==> src/rtl/core/sha2_pkg.sv <==
// SHA-2 engine package: command/status types, byte-select and mode codes, round constants,
// initial hash values, rotates and the sigma functions. No dependencies.
package sha2_pkg;

    localparam logic [1:0] SEL_DATA  = 2'd0;
    localparam logic [1:0] SEL_PAD80 = 2'd1;
    localparam logic [1:0] SEL_ZERO  = 2'd2;
    localparam logic [1:0] SEL_LEN   = 2'd3;

    localparam logic [1:0] MODE_224 = 2'd0;
    localparam logic [1:0] MODE_256 = 2'd1;
    localparam logic [1:0] MODE_384 = 2'd2;
    localparam logic [1:0] MODE_512 = 2'd3;

    localparam logic [63:0] MASK32 = 64'h0000_0000_FFFF_FFFF;

    typedef struct packed {
        logic       absorb;
        logic [1:0] byte_sel;
        logic       count_bits;
        logic       round;
        logic       final_add;
        logic       emit;
    } sha2_cmd_t;

    typedef struct packed {
        logic block_full;
        logic len_start;
        logic round_last;
        logic out_last;
    } sha2_status_t;

    function automatic logic [63:0] k_const(input logic [6:0] t);
        logic [63:0] k;
        unique case (t)
            7'd0:  k = 64'h428a2f98d728ae22;  7'd1:  k = 64'h7137449123ef65cd;
            7'd2:  k = 64'hb5c0fbcfec4d3b2f;  7'd3:  k = 64'he9b5dba58189dbbc;
            7'd4:  k = 64'h3956c25bf348b538;  7'd5:  k = 64'h59f111f1b605d019;
            7'd6:  k = 64'h923f82a4af194f9b;  7'd7:  k = 64'hab1c5ed5da6d8118;
            7'd8:  k = 64'hd807aa98a3030242;  7'd9:  k = 64'h12835b0145706fbe;
            7'd10: k = 64'h243185be4ee4b28c;  7'd11: k = 64'h550c7dc3d5ffb4e2;
            7'd12: k = 64'h72be5d74f27b896f;  7'd13: k = 64'h80deb1fe3b1696b1;
            7'd14: k = 64'h9bdc06a725c71235;  7'd15: k = 64'hc19bf174cf692694;
            7'd16: k = 64'he49b69c19ef14ad2;  7'd17: k = 64'hefbe4786384f25e3;
            7'd18: k = 64'h0fc19dc68b8cd5b5;  7'd19: k = 64'h240ca1cc77ac9c65;
            7'd20: k = 64'h2de92c6f592b0275;  7'd21: k = 64'h4a7484aa6ea6e483;
            7'd22: k = 64'h5cb0a9dcbd41fbd4;  7'd23: k = 64'h76f988da831153b5;
            7'd24: k = 64'h983e5152ee66dfab;  7'd25: k = 64'ha831c66d2db43210;
            7'd26: k = 64'hb00327c898fb213f;  7'd27: k = 64'hbf597fc7beef0ee4;
            7'd28: k = 64'hc6e00bf33da88fc2;  7'd29: k = 64'hd5a79147930aa725;
            7'd30: k = 64'h06ca6351e003826f;  7'd31: k = 64'h142929670a0e6e70;
            7'd32: k = 64'h27b70a8546d22ffc;  7'd33: k = 64'h2e1b21385c26c926;
            7'd34: k = 64'h4d2c6dfc5ac42aed;  7'd35: k = 64'h53380d139d95b3df;
            7'd36: k = 64'h650a73548baf63de;  7'd37: k = 64'h766a0abb3c77b2a8;
            7'd38: k = 64'h81c2c92e47edaee6;  7'd39: k = 64'h92722c851482353b;
            7'd40: k = 64'ha2bfe8a14cf10364;  7'd41: k = 64'ha81a664bbc423001;
            7'd42: k = 64'hc24b8b70d0f89791;  7'd43: k = 64'hc76c51a30654be30;
            7'd44: k = 64'hd192e819d6ef5218;  7'd45: k = 64'hd69906245565a910;
            7'd46: k = 64'hf40e35855771202a;  7'd47: k = 64'h106aa07032bbd1b8;
            7'd48: k = 64'h19a4c116b8d2d0c8;  7'd49: k = 64'h1e376c085141ab53;
            7'd50: k = 64'h2748774cdf8eeb99;  7'd51: k = 64'h34b0bcb5e19b48a8;
            7'd52: k = 64'h391c0cb3c5c95a63;  7'd53: k = 64'h4ed8aa4ae3418acb;
            7'd54: k = 64'h5b9cca4f7763e373;  7'd55: k = 64'h682e6ff3d6b2b8a3;
            7'd56: k = 64'h748f82ee5defb2fc;  7'd57: k = 64'h78a5636f43172f60;
            7'd58: k = 64'h84c87814a1f0ab72;  7'd59: k = 64'h8cc702081a6439ec;
            7'd60: k = 64'h90befffa23631e28;  7'd61: k = 64'ha4506cebde82bde9;
            7'd62: k = 64'hbef9a3f7b2c67915;  7'd63: k = 64'hc67178f2e372532b;
            7'd64: k = 64'hca273eceea26619c;  7'd65: k = 64'hd186b8c721c0c207;
            7'd66: k = 64'heada7dd6cde0eb1e;  7'd67: k = 64'hf57d4f7fee6ed178;
            7'd68: k = 64'h06f067aa72176fba;  7'd69: k = 64'h0a637dc5a2c898a6;
            7'd70: k = 64'h113f9804bef90dae;  7'd71: k = 64'h1b710b35131c471b;
            7'd72: k = 64'h28db77f523047d84;  7'd73: k = 64'h32caab7b40c72493;
            7'd74: k = 64'h3c9ebe0a15c9bebc;  7'd75: k = 64'h431d67c49c100d4c;
            7'd76: k = 64'h4cc5d4becb3e42b6;  7'd77: k = 64'h597f299cfc657e2a;
            7'd78: k = 64'h5fcb6fab3ad6faec;  7'd79: k = 64'h6c44198c4a475817;
            default: k = 64'd0;
        endcase
        return k;
    endfunction

    function automatic logic [63:0] iv_long(input logic [2:0] i);
        logic [63:0] r;
        unique case (i)
            3'd0: r = 64'h6a09e667f3bcc908;  3'd1: r = 64'hbb67ae8584caa73b;
            3'd2: r = 64'h3c6ef372fe94f82b;  3'd3: r = 64'ha54ff53a5f1d36f1;
            3'd4: r = 64'h510e527fade682d1;  3'd5: r = 64'h9b05688c2b3e6c1f;
            3'd6: r = 64'h1f83d9abfb41bd6b;  default: r = 64'h5be0cd19137e2179;
        endcase
        return r;
    endfunction

    function automatic logic [63:0] iv_short(input logic [2:0] i);
        logic [63:0] r;
        unique case (i)
            3'd0: r = 64'hcbbb9d5dc1059ed8;  3'd1: r = 64'h629a292a367cd507;
            3'd2: r = 64'h9159015a3070dd17;  3'd3: r = 64'h152fecd8f70e5939;
            3'd4: r = 64'h67332667ffc00b31;  3'd5: r = 64'h8eb44a8768581511;
            3'd6: r = 64'hdb0c2e0d64f98fa7;  default: r = 64'h47b5481dbefa4fa4;
        endcase
        return r;
    endfunction

    function automatic logic [63:0] init_hash(input logic [1:0] mode, input logic [2:0] i);
        logic [63:0] r;
        unique case (mode)
            MODE_224: r = {32'd0, 32'(iv_short(i))};
            MODE_256: r = iv_long(i) >> 32;
            MODE_384: r = iv_short(i);
            default:  r = iv_long(i);
        endcase
        return r;
    endfunction

    function automatic logic [31:0] ror32(input logic [31:0] x, input int n);
        return (x >> n) | (x << (32 - n));
    endfunction

    function automatic logic [63:0] ror64(input logic [63:0] x, input int n);
        return (x >> n) | (x << (64 - n));
    endfunction

    function automatic logic [63:0] lsig0(input logic [63:0] x, input logic wide);
        if (wide)
            return ror64(x, 1) ^ ror64(x, 8) ^ (x >> 7);
        return {32'd0, ror32(x[31:0], 7) ^ ror32(x[31:0], 18) ^ (x[31:0] >> 3)};
    endfunction

    function automatic logic [63:0] lsig1(input logic [63:0] x, input logic wide);
        if (wide)
            return ror64(x, 19) ^ ror64(x, 61) ^ (x >> 6);
        return {32'd0, ror32(x[31:0], 17) ^ ror32(x[31:0], 19) ^ (x[31:0] >> 10)};
    endfunction

    function automatic logic [63:0] bsig0(input logic [63:0] x, input logic wide);
        if (wide)
            return ror64(x, 28) ^ ror64(x, 34) ^ ror64(x, 39);
        return {32'd0, ror32(x[31:0], 2) ^ ror32(x[31:0], 13) ^ ror32(x[31:0], 22)};
    endfunction

    function automatic logic [63:0] bsig1(input logic [63:0] x, input logic wide);
        if (wide)
            return ror64(x, 14) ^ ror64(x, 18) ^ ror64(x, 41);
        return {32'd0, ror32(x[31:0], 6) ^ ror32(x[31:0], 11) ^ ror32(x[31:0], 25)};
    endfunction

endpackage

==> src/rtl/core/sha2_ctrl.sv <==
// SHA-2 controller: sequences absorb, padding, rounds and digest read-out.
// Depends on sha2_pkg.
module sha2_ctrl (
    input  logic                   clk,
    input  logic                   rst_n,
    input  logic                   start,
    input  logic                   byte_valid,
    input  logic                   end_of_message,
    input  sha2_pkg::sha2_status_t status,
    output sha2_pkg::sha2_cmd_t    cmd,
    output logic                   busy,
    output logic                   result_valid
);
    import sha2_pkg::*;

    localparam logic [2:0] S_IDLE  = 3'd0;
    localparam logic [2:0] S_ROUND = 3'd1;
    localparam logic [2:0] S_FINAL = 3'd2;
    localparam logic [2:0] S_PAD80 = 3'd3;
    localparam logic [2:0] S_PADZ  = 3'd4;
    localparam logic [2:0] S_PADL  = 3'd5;
    localparam logic [2:0] S_OUT   = 3'd6;

    logic [2:0] state_reg, state_next;
    logic [2:0] ret_reg, ret_next;

    always_comb
    begin
        cmd        = '0;
        state_next = state_reg;
        ret_next   = ret_reg;
        unique case (state_reg)
            S_IDLE:
            begin
                cmd.byte_sel = SEL_DATA;
                if (start)
                begin
                    cmd.absorb     = byte_valid;
                    cmd.count_bits = byte_valid;
                    if (byte_valid && status.block_full)
                    begin
                        state_next = S_ROUND;
                        ret_next   = end_of_message ? S_PAD80 : S_IDLE;
                    end
                    else if (end_of_message)
                        state_next = S_PAD80;
                end
            end
            S_ROUND:
            begin
                cmd.round = 1'b1;
                if (status.round_last)
                    state_next = S_FINAL;
            end
            S_FINAL:
            begin
                cmd.final_add = 1'b1;
                state_next    = ret_reg;
            end
            S_PAD80:
            begin
                cmd.absorb   = 1'b1;
                cmd.byte_sel = SEL_PAD80;
                state_next   = status.block_full ? S_ROUND : S_PADZ;
                ret_next     = S_PADZ;
            end
            S_PADZ:
            begin
                cmd.byte_sel = SEL_ZERO;
                if (status.len_start)
                    state_next = S_PADL;
                else
                begin
                    cmd.absorb = 1'b1;
                    if (status.block_full)
                    begin
                        state_next = S_ROUND;
                        ret_next   = S_PADZ;
                    end
                end
            end
            S_PADL:
            begin
                cmd.absorb   = 1'b1;
                cmd.byte_sel = SEL_LEN;
                if (status.block_full)
                begin
                    state_next = S_ROUND;
                    ret_next   = S_OUT;
                end
            end
            S_OUT:
            begin
                cmd.emit = 1'b1;
                if (status.out_last)
                    state_next = S_IDLE;
            end
            default:
                state_next = S_IDLE;
        endcase
    end

    always_ff @(posedge clk or negedge rst_n)
    begin
        if (!rst_n)
        begin
            state_reg <= S_IDLE;
            ret_reg   <= S_IDLE;
        end
        else
        begin
            state_reg <= state_next;
            ret_reg   <= ret_next;
        end
    end

    assign busy         = (state_reg != S_IDLE);
    assign result_valid = (state_reg == S_OUT);

endmodule
==> config.mk <==
export PLATFORM = sky130hd
export DESIGN_NAME = sha2_ctrl
export DESIGN_NICKNAME = d
export VERILOG_FILES = /design/src/rtl/core/sha2_pkg.sv /design/src/rtl/core/sha2_ctrl.sv
export SDC_FILE = /design/constraint.sdc
export NUM_CORES = 1
export LEC_CHECK = 0
export ABC_AREA = 1
export ABC_CLOCK_PERIOD_IN_PS = 3140
export BUFFER_PORTS_ARGS = -buffer_cell sky130_fd_sc_hd__buf_2
export CORE_AREA = 4 4 41 43
export CTS_BUF_LIST = sky130_fd_sc_hd__clkbuf_2
export DETAILED_ROUTE_END_ITERATION = 6
export DIE_AREA = 0 0 45 47
export SETUP_SLACK_MARGIN = 0.3
export SYNTH_ARGS = -nofsm -noshare
export SYNTH_HDL_FRONTEND = slang
export SYNTH_SLANG_ARGS = --single-unit
==> constraint.sdc <==
create_clock -name clk -period 3.14 [get_ports clk]
set_input_delay 0.157 -clock clk [delete_from_list [all_inputs] [get_ports clk]]
set_output_delay 0.157 -clock clk [all_outputs]
set_load 0.1 [all_outputs]
==> results of run 1 <==
## cells in the mapped netlist (all sizes together)
master,n
a21oi,2
buf,1
dfrtp,6
inv,11
nand2,30
nand3,10
nand3b,1
nand4,3
nor2,7
nor3,3
o21ai,1
## worst max-delay path, cell delays in order (launching register included)
cell and delay [ns]:
sky130_fd_sc_hd__dfrtp_1 0.47, sky130_fd_sc_hd__inv_2 0.16, sky130_fd_sc_hd__nand3_1 0.19, sky130_fd_sc_hd__nand2_1 0.14, sky130_fd_sc_hd__nor2_1 0.05, sky130_fd_sc_hd__o21ai_1 0.05
sky130_fd_sc_hd__buf_2 0.43
## worst max path at each step
stage                             from      to
after CTS                 state_reg[2]  cmd[6]
after detailed placement  state_reg[2]  cmd[6]
after global placement    state_reg[2]  cmd[6]
final                     state_reg[2]  cmd[6]
after global routing      state_reg[2]  cmd[6]
after floorplan           state_reg[2]  cmd[6]
## what timing repair did
item / in CTS / in global routing
resized for setup: 0 / 0
hold endpoints to repair: 6 / 0
hold buffers: 1 / 0
## routing by layer
layer,up-vias,track usage (%)
met3,2,6.13
li1,278,-
met5,-,0
met2,13,20.1
met1,226,15.5
met4,0,3.51
## cells by family (layout without fill, tap and decap cells)
family	count (synthesis)	in the layout	share of synthesized area, %
AND/OR/NAND/NOR	54	54	54.6
flip-flops	6	6	31.8
buffers and inverters	12	32	10.3
AO/OA/AOI/OAI	3	3	3.18
## per-stage QoR
stage | cell area, um2 | setup slack (ns)
after floorplan | 477 | 0.473
after global placement | 573 | 1.56
after detailed placement | 573 | 1.51
after CTS | 598 | 1.27
after global routing | 598 | 1.14
final | 598 | 1.28
## final cells by class
cell class	count	area (um2)
Fill cell	137	703
Multi-Input combinational cell	57	278
Sequential cell	6	150
Timing Repair Buffer	18	95.1
Inverter	11	41.3
Tap cell	15	18.8
Clock buffer	3	15.0
==> results by stage, run 1 <==
Outcome:
- The run finished with clean final reports.

Floorplan:
- The standard cell core area is 1300 um2.
- Measured along the x axis, the die boundary spans between 40 and 50 um.
- The floorplan step defined a die boundary enclosing around 2100 um2.
- The starting density of the core is a little over a third.
- The floorplan has 13 rows.
- The floorplan step set the die height to about 47 um.
- 18 I/O pins were placed.

Critical path:
- The worst register-to-register path ends at state_reg[1].
- The start of the worst register-to-register path is state_reg[1].
- The data arrival time of the critical path is 1.71 ns.
- The type of element capturing the critical path is an output pin.
- Data on the critical path is required at its endpoint by just under 3 ns.
- Across all register-to-register paths, the minimum setup slack is roughly 1.8 ns.
- Measured in cells, the most critical reg-to-reg path has a length of 6.
- The worst setup path is of the flop to output pin kind.
- The maximum fanout encountered on the critical timing path is 7.
- The startpoint class of the critical path is a flop.

Layout:
- The share of cells above drive strength 1 is between 30% and 40%.
- Compared with the post-synthesis result, the final layout area differs by 26.8%.
- The post-layout net count is ~110.
- The final cell count without fillers is 110.
- Cells fill 46.0% of the core in the end.
- The repair_antennas step left the layout with diodes totalling 0.
- Leaving out fill and tap cells, the most frequent cell in the layout is sky130_fd_sc_hd__nand2_1.
- The top cell types in the final layout, fill and taps aside, are sky130_fd_sc_hd__nand2_1, sky130_fd_sc_hd__buf_2, sky130_fd_sc_hd__inv_1, sky130_fd_sc_hd__nand3_1, sky130_fd_sc_hd__dfrtp_1.

Logic synthesis:
- The instance count of the mapped netlist is 75.
- Ranked by total cell area, the synthesized netlist is headed by sky130_fd_sc_hd__dfrtp_1, sky130_fd_sc_hd__nand2_1, sky130_fd_sc_hd__nand3_1.
- Of all cell types, the one taking the most synthesized area is sky130_fd_sc_hd__dfrtp_1.
- Synthesis instantiated 16 different standard cells from the library.
- The synthesis warning total is 0.
- Each instance of the synthesized netlist takes up on average around 6.3 um2.
- The share of Yosys cell area claimed by the top area cell type is between 30% and 40%.
- Synthesis inferred 6 register bits.
- Counting every net in the synthesized netlist gives 84.
- The portion of the post-synthesis area used by sequential elements is a little under a third.
- The cell area after synthesis is ~470 um2.

Routing:
- After detailed routing, the total wire length is between 1000 and 1500 um.
- Once detail routing completed, the nets flagged for antenna violations numbered 0.
- The detailed router finished its first iteration with 8 violations.
- Dividing the detail-routed via count by the number of cells gives between 4 and 5.
- The mean routed wirelength per cell is about 10 um.
- The highest routing layer actually used is met4.
- The first detailed-routing pass took 4 iterations.
- The total length of routed met2 wires is 519 um.
- The routed metal-1 wirelength is just under 500 um.
- After detailed routing, the number of remaining DRC violations is 0.
- The routed layout has about 520 vias.
- The met3 wire length is 81 um.

Hold path:
- The tightest min-delay check is of the primary input to flop type.
- The worst hold path cell count is 4.
- The worst min-delay path startpoint is status[1].
- The hold path endpoint is state_reg[0].

Clocking:
- The cell at the root of the clock tree is sky130_fd_sc_hd__clkbuf_2.
- Clock tree synthesis found a total of 6 sinks.
- CTS built an H-tree with a depth of 1.
- The clock-pin transition on the worst setup and hold timing paths is around 0.060 ns.
- Buffers inserted during clock tree synthesis total 3.
- The number of buffers on the longest clock path is 2.
- The clock latency on the worst-skew pair is roughly 0.21 ns.
- The number of buffers inserted to repair setup after CTS is 0.
- TritonCTS built the clock tree.

Placed design:
- The total placed cells including tap cells is 106.
- The count of buffers inserted at the top-level ports is 17.
- After legalization and detailed placement, the total HPWL measured 948 um.
- Routability-driven placement finished with a final weighted congestion of slightly below 0.8.

STA:
- Static timing analysis puts the maximum clock frequency at 0.536 GHz.
- In the finished design, the share of the clock period the worst path needs comes to 59.4%.
- Setup repair after global routing left no endpoint under its margin.
- On the final layout, the worst clock skew is ~0.0062 ns.
- Hold timing on the final database bottoms out at a slack of ~0.2 ns.
- The pin slew with the least headroom to its limit is a little under 0.5 ns.
- Adding up every negative setup slack in the final design gives 0 ns.
- The number of failing hold endpoints at the final stage came to 0.
- In this run the tightest slew margin relative to its limit is a little under 70%.
- The post-route minimum period is about 1.9 ns.
- The total count of max-transition violations in the final report is 0.
- Setup violations remaining at the end of the flow were counted as 0.

Global routing:
- The first global-routing pass estimated around 1900 um of wire.
- The initial antenna violation count is 0.
- The number of global-route vias before repair came to ~470.
- Summed over all layers, the global routing overflow is 0.
- The maximum number of pins on one net before global-route repair is 8.
- Global routing used approximately 13% of the available tracks across all layers.

Job:
- Max-cap violations in this run came to 0.
Power of run 1 is left out: the tool's default activity adds up to more than one toggle a clock period on the data nets, which glitch-free logic cannot reach.
==> run 2, diff against run 1 <==
ABC_CLOCK_PERIOD_IN_PS = 1640   (was 3140)
clock period = 1.64 ns   (was 3.14 ns; I/O delays follow)
==> results by stage, run 2 (synthesis gave the netlist of run 1 again) <==
Global routing:
- The total overflow left after global routing is 0.
- The number of global-route vias before repair was approximately 600.
- The initial antenna violation count is 0.
- The maximum number of pins on one net before global-route repair is 8.
- The global-route wire length before repair is ~2400 um.
- Global routing used between 15 and 20% of the available tracks across all layers.

Hold path:
- For hold timing, the worst endpoint is state_reg[0].
- The worst min-delay path startpoint is status[1].
- The worst hold path class is primary input to flop.
- The worst hold path cell count is 4.

Critical path:
- In this run the worst path has a maximum fanout of 6.
- Measured in cells, the most critical reg-to-reg path has a length of 8.
- In this run the critical register-to-register path is captured at state_reg[1].
- The type of element capturing the critical path is an output pin.
- The worst setup path category is flop to output pin.
- The data arrival time of the critical path is around 1.4 ns.
- The worst path required time is between 1.5 and 2 ns.
- The startpoint class of the critical path is a flop.
- Across all register-to-register paths, the minimum setup slack is 0.27 ns.
- The most critical setup path has its startpoint at state_reg[2].
- The startpoint identified for the worst register-to-register timing path is state_reg[0].

STA:
- The total count of max-transition violations in the final report is 0.
- At the pin with the least slew margin, the transition time is between 0.2 and 0.3 ns.
- The post-route minimum period is 1.48 ns.
- For the final database, setup skew stands at roughly 0.014 ns.
- The final setup violation count is 0.
- Setup repair after global routing could not meet its margin everywhere.
- The headroom to the max-slew limit is 82.4%.
- Static timing analysis puts the maximum clock frequency at 0.674 GHz.
- The smallest setup slack after layout is approximately 0.16 ns.
- The tightest hold margin is approximately 0.13 ns.
- The number of failing hold endpoints at the final stage is 0.
- In the finished design, the share of the clock period the worst path needs comes to 90.5%.

Placed design:
- The wire-length estimate of the detail-placed layout is between 1000 and 1500 um.
- The placement-stage worst setup slack is approximately 0.18 ns.
- The number of placed instances, taps included, is 107.
- At the end of routability-driven placement, the weighted congestion stood at just over 0.8.
- The count of buffers inserted at the top-level ports is 17.

Routing:
- The wire length reported by the detailed router is ~1500 um.
- Dividing the detail-routed via count by the number of cells gives around 5.1.
- The remaining number of nets flagged by the antenna check after routing is 0.
- The mean routed wirelength per cell is roughly 12 um.
- The first detailed-routing pass ran for 4 iterations.
- The iteration-0 DRC count of the detailed router is 2.
- The detailed-route DRC error count is 0.
- Detailed routing inserted a total of ~640 vias.

Floorplan:
- The initial utilization of the core area, before any placement, comes to ~36%.
- The standard cell core area is 1300 um2.
- The floorplan has 13 rows.
- The floorplan step defined a die boundary enclosing around 2100 um2.
- The die is around 45 um wide.
- The die boundary height is 47 um.
- During I/O placement, the number of pins put on the boundary was 18.

Layout:
- The share of cells above drive strength 1 is between 50% and 60%.
- From synthesis to final layout, the design area changed by 101%.
- The most common cell after layout, fill and taps aside is sky130_fd_sc_hd__nand2_1.
- The final cell count without fillers is ~130.
- The antenna diode count is 0.
- The post-layout net count is 120.
- In the layout the commonest cells are sky130_fd_sc_hd__nand2_1, sky130_fd_sc_hd__buf_4, sky130_fd_sc_hd__buf_2, sky130_fd_sc_hd__buf_12.
- Fill cells in the final layout number roughly 120.

Clocking:
- The clock-pin transition on the worst setup and hold timing paths is 0.07 ns.
- TritonCTS built the clock tree.
- The clock latency on the worst-skew pair is ~0.22 ns.
- The number of sinks handled by clock tree synthesis is 6.
- The clock buffer count from CTS is 3.
- The cell at the root of the clock tree is sky130_fd_sc_hd__clkbuf_2.
- The number of buffers on the longest clock path is 2.
- The number of H-tree levels is 1.

Outcome:
- The run finished with clean final reports.

Job:
- The total of max-cap violations is 0.
[run 2: cell types whose count changed in the layout (fill, tap and decap cells not counted), moves of 3 or more]
cell                      change
sky130_fd_sc_hd__buf_2        -9
sky130_fd_sc_hd__nor3_2       -3
sky130_fd_sc_hd__nor2_4       +4
sky130_fd_sc_hd__dfrtp_2      +3
sky130_fd_sc_hd__nand3_1      -3
sky130_fd_sc_hd__buf_12       +7
sky130_fd_sc_hd__dfrtp_1      -3
sky130_fd_sc_hd__nor2_2       -3
sky130_fd_sc_hd__buf_6        +3
sky130_fd_sc_hd__buf_4       +12
sky130_fd_sc_hd__nor3_4       +3
sky130_fd_sc_hd__inv_1        -4
[run 2: what timing repair did]
| action | in CTS | in global routing |
|---|---|---|
| endpoints found under the setup margin | 13 | 14 |
| gates resized for setup | 14 | 8 |
| buffers inserted | 8 | 5 |
| pin swaps | 3 | 2 |
| hold endpoints to repair | 6 | 0 |
| hold buffers | 1 | 0 |
[run 2: layout make-up]
class	count	area, um2	area share, %
clock buffer	4	20.0	2.11
timing repair buffer	32	329	34.7
inverter	11	50.0	5.28
multi-input combinational	57	375	39.6
sequential	6	154	16.2
tap	15	18.8	1.98
[run 2: worst max-delay path, cell delays in order (launching register included)]
cell,delay (ns)
sky130_fd_sc_hd__dfrtp_2,0.44
sky130_fd_sc_hd__buf_4,0.18
sky130_fd_sc_hd__nand3_4,0.12
sky130_fd_sc_hd__nand2_4,0.08
sky130_fd_sc_hd__nor2_4,0.13
sky130_fd_sc_hd__o21ai_4,0.07
sky130_fd_sc_hd__buf_12,0.16
[run 2: worst max path at each step]
stage / to / slack (ns) / depth (start not counted)
after floorplan: state_reg[1] / -0.20 / 7
after global placement: cmd[6] / 0.20 / 6
after detailed placement: cmd[6] / 0.18 / 6
after CTS: cmd[6] / 0.16 / 6
after global routing: cmd[6] / 0.09 / 6
final: cmd[6] / 0.16 / 6
[run 2: per-layer routing]
metal / part of all wire (%) / routed length, um / global-route usage (%) / vias to the layer above
met5: 0 / 0 / 0 / -
met4: 0.78 / 12 / 4.68 / 0
met3: 6.2 / 96 / 5.36 / 2
met2: 53 / 819 / 28.5 / 29
met1: 40 / 619 / 16.7 / 294
li1: - / - / - / 310
[run 2: per-stage QoR]
| stage | util, % | setup TNS (ns) | cell area (um2) |
|---|---|---|---|
| after floorplan | - | -0.777 | 553 |
| after global placement | 56.4 | 0 | 734 |
| after detailed placement | 56.4 | 0 | 734 |
| after CTS | 67.6 | 0 | 880 |
| after global routing | 72.8 | 0 | 947 |
| final | 72.8 | 0 | 947 |
Power of run 2 is left out for the same reason.
